File: src/cts_pkg.sv
// shared types, codes and constants of the conformer transition selector
`timescale 1ns / 1ps
package cts_pkg;
	localparam int CoordW = 24;
	localparam int FracW = 16;
	localparam int WeightW = FracW + 1;
	localparam int RmsdW = 32;
	localparam int SumW = 64;

	localparam logic [1:0] OP_LOAD = 2'd0;
	localparam logic [1:0] OP_COMPUTE = 2'd1;
	localparam logic [1:0] OP_QUERY = 2'd2;
	localparam logic [1:0] OP_SPARE = 2'd3;

	localparam logic [1:0] KIND_LOAD = 2'd0;
	localparam logic [1:0] KIND_COMPUTE = 2'd1;
	localparam logic [1:0] KIND_QUERY = 2'd2;

	localparam logic [4:0] REG_CONFORMER_COUNT = 5'd0;
	localparam logic [4:0] REG_ATOM_COUNT = 5'd1;

	typedef struct packed {
		logic [1:0] operation;
		logic [3:0] load_conformer;
		logic [11:0] load_atom;
		logic signed [CoordW-1:0] pos_x;
		logic signed [CoordW-1:0] pos_y;
		logic signed [CoordW-1:0] pos_z;
		logic [4:0] current_conformer;
		logic [15:0] random_fraction;
	} item_t;

	typedef struct packed {
		logic [1:0] result_kind;
		logic [4:0] next_conformer;
	} result_t;

	typedef enum logic [4:0] {
		ST_IDLE,
		ST_LOAD,
		ST_PAIR,
		ST_ATOM_RD,
		ST_ATOM_WAIT,
		ST_AXIS,
		ST_DIV,
		ST_SQRT,
		ST_RMSD_WR,
		ST_PAIR_NEXT,
		ST_W_RD,
		ST_W_WAIT,
		ST_W_DIV,
		ST_W_WR,
		ST_DIAG_DIV,
		ST_DIAG_WR,
		ST_ROW_NEXT,
		ST_Q_SUM_RD,
		ST_Q_SUM_ACC,
		ST_Q_MUL,
		ST_Q_WALK_RD,
		ST_Q_WALK_CMP,
		ST_DONE
	} state_t;

	// controller commands to the datapath
	typedef struct packed {
		logic capture;
		logic load_wr;
		logic pair_init;
		logic atom_rd;
		logic axis_acc;
		logic div_start;
		logic sqrt_start;
		logic rmsd_wr;
		logic pair_next;
		logic w_rd;
		logic w_div_start;
		logic w_wr;
		logic diag_div_start;
		logic diag_wr;
		logic row_next;
		logic q_init;
		logic q_rd;
		logic q_sum_acc;
		logic q_mul;
		logic q_walk_acc;
		logic done;
	} cmd_t;

	// datapath status to the controller
	typedef struct packed {
		logic axis_last;
		logic atom_last;
		logic pair_last;
		logic col_last;
		logic row_last;
		logic unit_busy;
		logic single;
		logic q_bad;
		logic q_hit;
		logic q_col_last;
	} status_t;
endpackage

File: src/cts_ctrl.sv
// controller state machine of the conformer transition selector
`timescale 1ns / 1ps
module cts_ctrl (
	input logic clk,
	input logic arst_n,
	input logic start,
	input logic [1:0] operation,
	input cts_pkg::status_t status,
	output cts_pkg::cmd_t cmd,
	output logic busy
);
	cts_pkg::state_t state_q, state_d;

	// state register
	always_ff @(posedge clk or negedge arst_n) begin
		if (!arst_n) begin
			state_q <= cts_pkg::ST_IDLE;
		end else begin
			state_q <= state_d;
		end
	end

	// next state
	always_comb begin
		state_d = state_q;
		case (state_q)
			cts_pkg::ST_IDLE: begin
				if (start) begin
					case (operation)
						cts_pkg::OP_LOAD: state_d = cts_pkg::ST_LOAD;
						cts_pkg::OP_COMPUTE: state_d = cts_pkg::ST_PAIR;
						cts_pkg::OP_QUERY: state_d = cts_pkg::ST_Q_SUM_RD;
						default: state_d = cts_pkg::ST_DONE;
					endcase
				end
			end
			cts_pkg::ST_LOAD: state_d = cts_pkg::ST_DONE;
			cts_pkg::ST_PAIR: begin
				state_d = status.pair_last ? cts_pkg::ST_W_RD : cts_pkg::ST_ATOM_RD;
			end
			cts_pkg::ST_ATOM_RD: state_d = cts_pkg::ST_ATOM_WAIT;
			cts_pkg::ST_ATOM_WAIT: state_d = cts_pkg::ST_AXIS;
			cts_pkg::ST_AXIS: begin
				if (status.axis_last) begin
					state_d = status.atom_last ? cts_pkg::ST_DIV : cts_pkg::ST_ATOM_RD;
				end
			end
			cts_pkg::ST_DIV: state_d = cts_pkg::ST_SQRT;
			cts_pkg::ST_SQRT: begin
				if (!status.unit_busy) begin
					state_d = cts_pkg::ST_RMSD_WR;
				end
			end
			cts_pkg::ST_RMSD_WR: begin
				if (!status.unit_busy) begin
					state_d = cts_pkg::ST_PAIR_NEXT;
				end
			end
			cts_pkg::ST_PAIR_NEXT: state_d = cts_pkg::ST_PAIR;
			cts_pkg::ST_W_RD: begin
				if (status.single) begin
					state_d = cts_pkg::ST_DIAG_WR;
				end else begin
					state_d = cts_pkg::ST_W_WAIT;
				end
			end
			cts_pkg::ST_W_WAIT: state_d = cts_pkg::ST_W_DIV;
			cts_pkg::ST_W_DIV: begin
				if (!status.unit_busy) begin
					state_d = cts_pkg::ST_W_WR;
				end
			end
			cts_pkg::ST_W_WR: begin
				if (!status.unit_busy) begin
					state_d = status.col_last ? cts_pkg::ST_DIAG_DIV : cts_pkg::ST_W_RD;
				end
			end
			cts_pkg::ST_DIAG_DIV: state_d = cts_pkg::ST_DIAG_WR;
			cts_pkg::ST_DIAG_WR: begin
				if (!status.unit_busy) begin
					state_d = cts_pkg::ST_ROW_NEXT;
				end
			end
			cts_pkg::ST_ROW_NEXT: begin
				state_d = status.row_last ? cts_pkg::ST_DONE : cts_pkg::ST_W_RD;
			end
			cts_pkg::ST_Q_SUM_RD: begin
				state_d = status.q_bad ? cts_pkg::ST_DONE : cts_pkg::ST_Q_SUM_ACC;
			end
			cts_pkg::ST_Q_SUM_ACC: begin
				state_d = status.q_col_last ? cts_pkg::ST_Q_MUL : cts_pkg::ST_Q_SUM_ACC;
			end
			cts_pkg::ST_Q_MUL: state_d = cts_pkg::ST_Q_WALK_RD;
			cts_pkg::ST_Q_WALK_RD: state_d = cts_pkg::ST_Q_WALK_CMP;
			cts_pkg::ST_Q_WALK_CMP: begin
				if (status.q_hit || status.q_col_last) begin
					state_d = cts_pkg::ST_DONE;
				end
			end
			cts_pkg::ST_DONE: state_d = cts_pkg::ST_IDLE;
			default: state_d = cts_pkg::ST_IDLE;
		endcase
	end

	// command outputs
	always_comb begin
		cmd = '0;
		busy = (state_q != cts_pkg::ST_IDLE);
		case (state_q)
			cts_pkg::ST_IDLE: cmd.capture = start;
			cts_pkg::ST_LOAD: cmd.load_wr = 1'b1;
			cts_pkg::ST_PAIR: cmd.pair_init = 1'b1;
			cts_pkg::ST_ATOM_RD: cmd.atom_rd = 1'b1;
			cts_pkg::ST_AXIS: cmd.axis_acc = 1'b1;
			cts_pkg::ST_DIV: cmd.div_start = 1'b1;
			cts_pkg::ST_SQRT: cmd.sqrt_start = !status.unit_busy;
			cts_pkg::ST_RMSD_WR: cmd.rmsd_wr = !status.unit_busy;
			cts_pkg::ST_PAIR_NEXT: cmd.pair_next = 1'b1;
			cts_pkg::ST_W_RD: cmd.w_rd = 1'b1;
			cts_pkg::ST_W_WAIT: cmd.w_div_start = 1'b1;
			cts_pkg::ST_W_DIV: cmd.w_div_start = 1'b0;
			cts_pkg::ST_W_WR: cmd.w_wr = !status.unit_busy;
			cts_pkg::ST_DIAG_DIV: cmd.diag_div_start = 1'b1;
			cts_pkg::ST_DIAG_WR: cmd.diag_wr = !status.unit_busy;
			cts_pkg::ST_ROW_NEXT: cmd.row_next = 1'b1;
			cts_pkg::ST_Q_SUM_RD: cmd.q_init = 1'b1;
			cts_pkg::ST_Q_SUM_ACC: cmd.q_sum_acc = 1'b1;
			cts_pkg::ST_Q_MUL: cmd.q_mul = 1'b1;
			cts_pkg::ST_Q_WALK_RD: cmd.q_rd = 1'b1;
			cts_pkg::ST_Q_WALK_CMP: cmd.q_walk_acc = 1'b1;
			cts_pkg::ST_DONE: cmd.done = 1'b1;
			default: cmd = '0;
		endcase
	end

	// a compute never runs its sqrt while the divider still works
	a_sqrt_after_div: assert property (@(posedge clk) disable iff (!arst_n)
		cmd.sqrt_start |-> !status.unit_busy)
		else $error("sqrt started while a unit busy");
	// done lasts one cycle and returns to idle
	a_done_idle: assert property (@(posedge clk) disable iff (!arst_n)
		(state_q == cts_pkg::ST_DONE) |=> (state_q == cts_pkg::ST_IDLE))
		else $error("done did not return to idle");
	// a new transaction is only captured from idle
	a_capture_idle: assert property (@(posedge clk) disable iff (!arst_n)
		cmd.capture |-> !busy)
		else $error("capture while busy");
endmodule

File: config.mk
export PLATFORM = sky130hd
export DESIGN_NAME = cts_ctrl
export DESIGN_NICKNAME = d
export VERILOG_FILES = /design/src/cts_pkg.sv /design/src/cts_ctrl.sv
export SDC_FILE = /design/constraint.sdc
export NUM_CORES = 1
export LEC_CHECK = 0
export BUFFER_PORTS_ARGS = -buffer_cell sky130_fd_sc_hd__buf_4
export CORE_MARGIN = 8
export CORE_UTILIZATION = 45
export CTS_BUF_LIST = sky130_fd_sc_hd__clkbuf_16
export CTS_CLUSTER_SIZE = 24
export DETAILED_ROUTE_END_ITERATION = 12
export PLACE_DENSITY = 0.79
export SLEW_MARGIN = 10
export SYNTH_ARGS = -nofsm -noshare
export SYNTH_HDL_FRONTEND = slang
export SYNTH_SLANG_ARGS = --single-unit
export TNS_END_PERCENT = 5
File: constraint.sdc
create_clock -name clk -period 2.2 [get_ports clk]
set_input_delay 0.11 -clock clk [delete_from_list [all_inputs] [get_ports clk]]
set_output_delay 0.11 -clock clk [all_outputs]
set_load 0.01 [all_outputs]
==> flow_summary.toml, run 1 <==
[status]
status = "finished clean"

[detailed_routing]
antenna_left = 0
drt_iter0_markers = 53
wl_mm = 2.654
wl_per_cell_um = 17.01
vias_per_cell = 6.083
drc = 0
firstDrtPassIters = 4
via_count = 949

[die]
rows = 14
dieArea_mm2 = 0.003173
ioPinCount = 37
fp.dieH_um = 56.33
core_mm2 = 0.001524
dieWidth_um = 56.33
start_util_pct = 48.03

[finish]
fin_nets = 156
area_growth_pct = 49.91
multi_input_area_um2 = 533.0
antenna_cells = 0
nFillCells = 136
largest_reg_flops = 5
fin_area_mm2 = 0.001097
reg.largest.list = "state_q: 5 flops"
layout.cells.non_filler = 156
drive_above_1_share_pct = 37.14
final_util_pct = 72.00
top_register = "state_q"
area.sequential_um2 = 125.1

[worst_setup_path]
path_cells = "buf_4 > inv_1 > a22oi_1 > o21ai_0 > a2bb2o_1 > mux2_1"
end_kind = "flop"
cp_num_buf_inv = 2
critPathLaunchType = "flop"
worst_ep_required_time_ns = 2.30
crit_type = "reg -> reg"
critPathTopFamily = "compound AO/OA/AOI/OAI gates"
slowest_delay_ns = 0.56
cp_max_fo = 12
cp_slowest_cell = "dfrtp_1"
cp_data_arrival_time_ns = 2.09

[placed_design]
numPortBuffers = 36
hpwl_mm = 2.096
dp_cells = 151
dpl-instance-area_mm2 = 0.001008
globalplace.congestion = 0.9269
pre_cts_slack_ns = 0.2612

[pwr]
p_int_mw = 0.8309
p_switching_mw = 0.7044
clkPwrFrac_pct = 19.2
leakage_nw = 0.4956
p_per_area_mw_per_mm2 = 1399
sw_frac_of_total_pct = 45.88
p_comb_share_pct = 64.1
pwr-share-seq_pct = 16.7
power_mw = 1.535
irDropWorstVdd_v = 0.0008016

[global_routing]
grt_max_degree = 17
grt_pass1_vias = 929
grt_pass1_wl_mm = 4.505
grt_overflow = 0
gr-usage-all-layers_pct = 16.70
antenna_found_initial = 0

[logic_synthesis]
syn_inst = 104
synth-edff-count = 0
yosysTopAreaCellShare_pct = 17.09
yosys.area_share.adder_pct = 0
synth.area.top_cells = "dfrtp_1 (17%), nor2_1 (8.7%), nor3_1 (6.8%), buf_2 (5.5%), mux2_1 (4.6%)"
synth_seq_area_share_pct = 17.09
synth_xor_area_share_pct = 0
synth_top_family_by_area = "simple AND/OR/NAND/NOR gates"
synth-simple-area-share_pct = 45.81
async_flop_share_pct = 100.0
synth_mux_area_share_pct = 7.521
yosys.area.top_type = "dfrtp_1"
synth_warnings = 0
synth_cell_types = 38
syn_nets = 119
syn_avg_cell_area_um2 = 7.038
synth_compound_area_share_pct = 19.49
synth_ff_type = "dfrtp_1"
ys_seq_elements = 5
netlist_area_um2 = 732.0

[timing]
rsz0062_at_grt = "no"
finalSetupViolations = 0
finalHoldViolCount = 0
finClkSkew_ns = 0.004359
fin_ws_ns = 0.2149
slew_headroom_pct = 56.87
post-route-period-util_pct = 90.23
fin_setup_tns_ns = 0
hold_slack_ns = 0.1955
finalMaxSlewViolations = 0
period_minus_slack_ns = 1.985
tightest_slew_ns = 0.6307
max_freq_mhz = 503.7

[clock_network]
clock_latency_ns = 0.23
clock-sinks = 5
cts-buffers-inserted = 3
cts-htree-levels = 1
cts_tree = "built"
clockBufferDepth = 2
cts-root-buf = "clkbuf_16"
cts.clk_slew.worst_paths_ns = 0.04

[min_path]
hp-class = "in -> reg"

[job]
cap_violations = 0
-- power groups by stage --
stage	clock (mW)	sequential [mW]	combinational [mW]
finish	0.295	0.256	0.984
global route	0.310	0.269	1.07
CTS	0.298	0.250	0.976
detailed placement	0	0.250	0.955
global placement	0	0.244	0.947
floorplan	0	0.167	0.760
-- kinds of logic (layout without fill, tap and decap cells) --
logic type | count (synthesis) | in the layout
AO/OA/AOI/OAI | 21 | 21
multiplexers | 5 | 5
AND/OR/NAND/NOR | 58 | 58
flip-flops | 5 | 5
buffers and inverters | 15 | 51
-- what timing repair did --
| item | in CTS | in global routing |
|---|---|---|
| endpoints found under the setup margin | 0 | 0 |
| hold buffers | 1 | 0 |
| resized for setup | 0 | 0 |
| buffers inserted | 0 | 0 |
| endpoints found under the hold margin | 5 | 0 |
-- per-layer routing --
metal | up-vias | track usage [%] | routed length [µm]
li1 | 457 | - | -
met1 | 442 | 18.97 | 1001
met2 | 48 | 28.84 | 1438
met3 | 2 | 5.618 | 201
met4 | 0 | 4.467 | 12
met5 | - | 0 | 0
-- layout by cell type (no fill, tap or decap), types with 3 or more instances in the layout --
master	synthesis	final
a21oi_1	6	6
buf_4	0	42
clkbuf_16	0	3
dfrtp_1	5	5
inv_1	3	4
mux2_1	3	3
nand2_1	4	4
nand2b_1	5	5
nand4b_1	3	3
nor2_1	17	17
nor2b_1	3	3
nor3_1	10	10
o21ai_0	4	4
-- final cells by class --
type,count,area share [%]
Sequential cell,5,11.40
Inverter,4,1.368
Multi-Input combinational cell,84,48.57
Tap cell,16,1.824
Timing Repair Buffer,43,29.65
Clock buffer,3,6.842
Clock inverter,1,0.3421
-- cell usage after synthesis, drive strengths merged (3+ instances only) --
library cell,number
nand2b,5
o21ai,5
nand3,3
buf,9
nor2,18
nand2,4
mux2,4
a21oi,6
nand4b,3
nor2b,3
nor3,10
dfrtp,5
inv,4
-- worst min-delay path, stage by stage --
cell	delay [ns]
buf_4	0.08
nor2_1	0.04
nand2_1	0.08
o21ai_1	0.07
-- worst paths after layout --
path                                         from                     end  slack (ns)  depth (start not counted)
setup / recovery           state_q[0]$_DFFE_PN0P_  state_q[1]$_DFFE_PN0P_        0.21                          6
hold / removal                          status[1]  state_q[4]$_DFFE_PN0P_        0.20                          4
setup reg to reg           state_q[0]$_DFFE_PN0P_  state_q[1]$_DFFE_PN0P_        0.21                          6
hold reg to reg            state_q[1]$_DFFE_PN0P_  state_q[1]$_DFFE_PN0P_        0.75                          1
max in group asynchronous                  arst_n  state_q[3]$_DFFE_PN0P_        1.86                          2
min in group asynchronous                  arst_n  state_q[0]$_DFFE_PN0P_        0.23                          2
Power figures use the tool's default switching activity.
==> inputs of run 2 (changes only) <==
--- a/config.mk
+++ b/config.mk
@@ -7,11 +7,11 @@
 export LEC_CHECK = 0
 export BUFFER_PORTS_ARGS = -buffer_cell sky130_fd_sc_hd__buf_4
 export CORE_MARGIN = 8
-export CORE_UTILIZATION = 45
+export CORE_UTILIZATION = 40
 export CTS_BUF_LIST = sky130_fd_sc_hd__clkbuf_16
 export CTS_CLUSTER_SIZE = 24
 export DETAILED_ROUTE_END_ITERATION = 12
-export PLACE_DENSITY = 0.79
+export PLACE_DENSITY = 0.74
 export SLEW_MARGIN = 10
 export SYNTH_ARGS = -nofsm -noshare
 export SYNTH_HDL_FRONTEND = slang
==> constraint.sdc (replaced) <==
create_clock -name clk -period 1.65 [get_ports clk]
set_input_delay 0.0825 -clock clk [delete_from_list [all_inputs] [get_ports clk]]
set_output_delay 0.0825 -clock clk [all_outputs]
set_load 0.01 [all_outputs]
==> flow_summary.toml, run 2 (synthesis results as in run 1) <==
[finish]
nFillCells = 124
area_growth_pct = 84.10
largest_reg_flops = 5
final_common_cell = "buf_4"
layout.cells.non_filler = 189
multi_input_area_um2 = 586.8
final_cell_mix = "buf_4 (65), nor2_1 (15), nor3_1 (10)"
area.sequential_um2 = 126.4
antenna_cells = 0
reg.largest.list = "state_q: 5 flops"
fin_nets = 180
top_register = "state_q"
drive_above_1_share_pct = 53.05

[pwr]
leakage_nw = 0.6252
pwr-share-seq_pct = 10.9
p_comb_share_pct = 74.1
p_switching_mw = 1.131
power_mw = 2.656
sw_frac_of_total_pct = 42.58
p_int_mw = 1.525
irDropWorstVdd_v = 0.001440
clkPwrFrac_pct = 15.0
p_per_area_mw_per_mm2 = 1971

[detailed_routing]
dr_wl_met3_um = 362
drt-met1-wl_mm = 1.170
antenna_left = 0
via_count = 1072
drt_iter0_markers = 41
drc = 0
top_layer = "met4"
firstDrtPassIters = 4
dr_wl_met2_mm = 1.580
vias_per_cell = 5.672
wl_per_cell_um = 16.93
wl_mm = 3.199

[worst_setup_path]
r2r-end = "state_q[1]$_DFFE_PN0P_"
end_kind = "flop"
r2r_slack_ns = -0.09
path_cells = "or3_4 > nor2_4 > inv_2 > o32a_1 > nand3_4 > mux2_4"
cp_slowest_cell = "or3_4"
crit_type = "reg -> reg"
startpoint = "state_q[2]$_DFFE_PN0P_"
slowest_delay_ns = 0.43
cp-endpoint = "state_q[1]$_DFFE_PN0P_"
r2r_start = "state_q[2]$_DFFE_PN0P_"
cp_data_arrival_time_ns = 1.85
critPathLaunchType = "flop"
cp_max_fo = 5
worst_ep_required_time_ns = 1.75
worstRegToRegCells = 6

[job]
cap_violations = 0

[timing]
finalMaxSlewViolations = 0
tightest_slew_ns = 0.3847
finClkSkew_ns = 0.0006171
hold_slack_ns = 0.1890
fin_ws_ns = -0.09193
post-route-period-util_pct = 105.6
period_minus_slack_ns = 1.742
max_freq_mhz = 574.1
rsz0062_at_grt = "yes"
finalSetupViolations = 8
slew_headroom_pct = 74.29
fin_setup_tns_ns = -0.4790
finalHoldViolCount = 0

[die]
start_util_pct = 42.39
rows = 15
fp.dieH_um = 58.78
ioPinCount = 37
dieWidth_um = 58.78
core_mm2 = 0.001727
dieArea_mm2 = 0.003455

[global_routing]
grt_pass1_vias = 993
gr-usage-all-layers_pct = 18.37
grt_pass1_wl_mm = 4.947
antenna_found_initial = 0
grt_overflow = 0
grt_max_degree = 17

[status]
violations = "negative setup slack"
status = "finished, violations left"

[clock_network]
clock-sinks = 5
cts-htree-levels = 1
clock_latency_ns = 0.23
cts_tree = "built"
clockBufferDepth = 2
cts.clk_slew.worst_paths_ns = 0.04
cts-buffers-inserted = 3
cts-root-buf = "clkbuf_16"

[min_path]
hp-class = "in -> reg"
hold_start = "status[7]"

[placed_design]
hpwl_mm = 2.328
pre_cts_slack_ns = -0.2055
globalplace.congestion = 0.9098
numPortBuffers = 36
dp_cells = 181
run 2: changes by cell type in the layout (fill, tap and decap cells not counted), moves of 2 or more:
cell,change
nor2_1,-2
a2111oi_0,-2
nand2b_1,-2
buf_4,+23
mux2_4,+3
mux2_1,-3
run 2: what timing repair did:
item / 4_1_cts / 5_1_grt
resized for setup: 11 / 6
hold buffers: 1 / 0
buffers inserted: 2 / 1
hold endpoints to repair: 5 / 0
setup endpoints to repair: 10 / 15
cloned: 0 / 0
pin swaps: 3 / 2
run 2: worst min-delay path by stage:
| stage | end | cells past startpoint |
|---|---|---|
| after floorplan | state_q[0]$_DFFE_PN0P_ | 0 |
| after global placement | state_q[2]$_DFFE_PN0P_ | 1 |
| after detailed placement | state_q[0]$_DFFE_PN0P_ | 1 |
| after CTS | state_q[3]$_DFFE_PN0P_ | 3 |
| after global routing | state_q[1]$_DFFE_PN0P_ | 2 |
| final | state_q[3]$_DFFE_PN0P_ | 3 |
run 2: area by class of cell:
class | instances | area share, %
inverter | 4 | 1.114
sequential | 5 | 9.378
multi-input combinational | 84 | 43.55
tap | 25 | 2.321
timing repair buffer | 67 | 37.79
clock buffer | 3 | 5.571
clock inverter | 1 | 0.2786
run 2: worst max-delay path, delay by kind of cell, from the launching register on:
kind / cells / cell delay (ns)
and+or+nand+nor: 3 / 0.65
DFF: 1 / 0.41
muxes: 1 / 0.31
AOI/OAI and AO/OA: 1 / 0.20
buffers and inverters: 1 / 0.04
run 2: metal layers:
layer | vias up | global-route usage [%]
met5 | - | 0
met4 | 0 | 6.485
met3 | 8 | 7.826
met2 | 62 | 31.00
met1 | 504 | 19.95
li1 | 498 | -
run 2: stage by stage:
stage               utilization, %  instance area [µm²]
floorplan                        -                732.0
finish                       78.04                 1348
detailed placement           68.19                 1177
global route                 78.04                 1348
CTS                          76.09                 1314
global placement             68.19                 1177
run 2: power groups by stage:
stage,registers (mW),logic [mW],clock network [mW]
floorplan,0.223,1.01,0
global route,0.294,2.11,0.419
finish,0.290,1.97,0.400
global placement,0.270,1.60,0
detailed placement,0.277,1.64,0
CTS,0.282,1.85,0.395
==> inputs of run 3 (changes only) <==
--- a/config.mk
+++ b/config.mk
@@ -5,13 +5,14 @@
 export SDC_FILE = /design/constraint.sdc
 export NUM_CORES = 1
 export LEC_CHECK = 0
+export ABC_CLOCK_PERIOD_IN_PS = 1650
 export BUFFER_PORTS_ARGS = -buffer_cell sky130_fd_sc_hd__buf_4
 export CORE_MARGIN = 8
-export CORE_UTILIZATION = 40
-export CTS_BUF_LIST = sky130_fd_sc_hd__clkbuf_16
+export CORE_UTILIZATION = 42
+export CTS_BUF_LIST = sky130_fd_sc_hd__clkbuf_2
 export CTS_CLUSTER_SIZE = 24
 export DETAILED_ROUTE_END_ITERATION = 12
-export PLACE_DENSITY = 0.74
+export PLACE_DENSITY = 0.78
 export SLEW_MARGIN = 10
 export SYNTH_ARGS = -nofsm -noshare
 export SYNTH_HDL_FRONTEND = slang
==> flow_summary.toml, run 3 (synthesis results as in run 1) <==
[status]
status = "finished, violations left"
violations = "negative setup slack"

[worst_setup_path]
worst_ep_required_time_ns = 1.82
r2r_start = "state_q[4]$_DFFE_PN0P_"
r2r_slack_ns = -0.13
critPathLaunchType = "flop"
crit_type = "reg -> reg"
r2r-end = "state_q[4]$_DFFE_PN0P_"
worstRegToRegCells = 5
cp_max_fo = 13
end_kind = "flop"
cp_data_arrival_time_ns = 1.94

[placed_design]
hpwl_mm = 2.318
globalplace.congestion = 0.9541
numPortBuffers = 36
dpl-instance-area_mm2 = 0.001190
dp_cells = 176
pre_cts_slack_ns = -0.07703

[die]
ioPinCount = 37
start_util_pct = 43.33
dieWidth_um = 57.75
core_mm2 = 0.001689
rows = 15
fp.dieH_um = 57.75
dieArea_mm2 = 0.003334

[timing]
finalMaxSlewViolations = 0
max_freq_mhz = 562.6
fin_setup_tns_ns = -0.5282
hold_slack_ns = 0.1806
tightest_slew_ns = 0.3922
post-route-period-util_pct = 107.7
rsz0062_at_grt = "yes"
period_minus_slack_ns = 1.777
finClkSkew_ns = 0.02359
finalSetupViolations = 7
fin_ws_ns = -0.1274
finalHoldViolCount = 0
slew_headroom_pct = 73.18

[pwr]
power_mw = 2.521
leakage_nw = 0.6322
p_comb_share_pct = 83.2
pwr-share-seq_pct = 11.5
sw_frac_of_total_pct = 46.01
clkPwrFrac_pct = 5.3
p_switching_mw = 1.160
p_per_area_mw_per_mm2 = 1849
p_int_mw = 1.361
irDropWorstVdd_v = 0.001098

[detailed_routing]
drc = 0
wl_per_cell_um = 19.22
via_count = 1129
antenna_left = 0
drt_iter0_markers = 59
wl_mm = 3.536
vias_per_cell = 6.136
firstDrtPassIters = 4

[clock_network]
cts-buffers-inserted = 3
cts.clk_slew.worst_paths_ns = 0.09
cts_tree = "built"
cts-root-buf = "clkbuf_2"
cts-htree-levels = 1
clock_latency_ns = 0.25
clock-sinks = 5
clockBufferDepth = 2

[finish]
drive_above_1_share_pct = 60.48
area_growth_pct = 86.33
nFillCells = 107
fin_area_mm2 = 0.001364
largest_reg_flops = 5
top_register = "state_q"
final_cell_mix = "buf_4 (63), nor2_1 (14), nor3_2 (6), a21oi_1 (6), buf_6 (6)"
final_util_pct = 80.74
layout.cells.non_filler = 184
reg.largest.list = "state_q: 5 flops"
antenna_cells = 0
final_common_cell = "buf_4"
fin_nets = 183

[global_routing]
antenna_found_initial = 0
grt_max_degree = 19
grt_pass1_vias = 1099
grt_pass1_wl_mm = 4.885
gr-usage-all-layers_pct = 18.11
grt_overflow = 0

[job]
cap_violations = 0

[min_path]
hp-class = "in -> async"
run 3: changes by cell type in the layout (fill, tap and decap cells not counted), sizes merged:
cell,delta
clkbuf,+1
buf,+3
inv,-1
run 3: cell type report:
| cell class | count | area, µm² | area share, % |
|---|---|---|---|
| timing repair buffer | 70 | 550.5 | 40.37 |
| tap | 17 | 21.27 | 1.560 |
| clock buffer | 4 | 20.02 | 1.468 |
| sequential | 5 | 128.9 | 9.450 |
| inverter | 4 | 15.01 | 1.101 |
| multi-input combinational | 84 | 628.1 | 46.05 |
run 3: power groups by stage:
stage               Sequential (mW)  Combinational (mW)  Clock [mW]
detailed placement            0.265                1.68           0
CTS                           0.258                1.77       0.128
global route                  0.289                2.25       0.141
finish                        0.291                2.10       0.133
global placement              0.256                1.64           0
floorplan                     0.223                1.01           0
run 3: how the worst max path moves through the flow:
stage | startpoint | endpoint | slack (ns) | cells past startpoint
floorplan | state_q[0]$_DFFE_PN0P_ | state_q[0]$_DFFE_PN0P_ | -0.06 | 7
global placement | state_q[2]$_DFFE_PN0P_ | state_q[1]$_DFFE_PN0P_ | -0.05 | 6
detailed placement | state_q[2]$_DFFE_PN0P_ | state_q[1]$_DFFE_PN0P_ | -0.08 | 6
CTS | state_q[2]$_DFFE_PN0P_ | state_q[1]$_DFFE_PN0P_ | -0.09 | 6
global route | state_q[2]$_DFFE_PN0P_ | state_q[4]$_DFFE_PN0P_ | -0.26 | 7
finish | state_q[4]$_DFFE_PN0P_ | state_q[4]$_DFFE_PN0P_ | -0.13 | 5
run 3: what timing repair did:
item	in CTS	in global routing
resized for setup	7	26
pin swaps	0	4
hold endpoints to repair	5	0
buffers inserted	2	1
endpoints found under the setup margin	15	23
hold buffers	1	0
run 3: routing by layer:
metal | GRT usage (%) | part of all wire (%)
met5 | 0 | 0
met1 | 19.72 | 37
met4 | 6.643 | 4.7
met2 | 32.15 | 50
met3 | 5.519 | 8.7
run 3: worst max-delay path, cell delays in order (launching register included):
cell	delay [ns]
dfrtp_1	0.43
buf_4	0.20
or4b_1	0.54
a211oi_1	0.23
nor3_1	0.09
o21ai_1	0.20
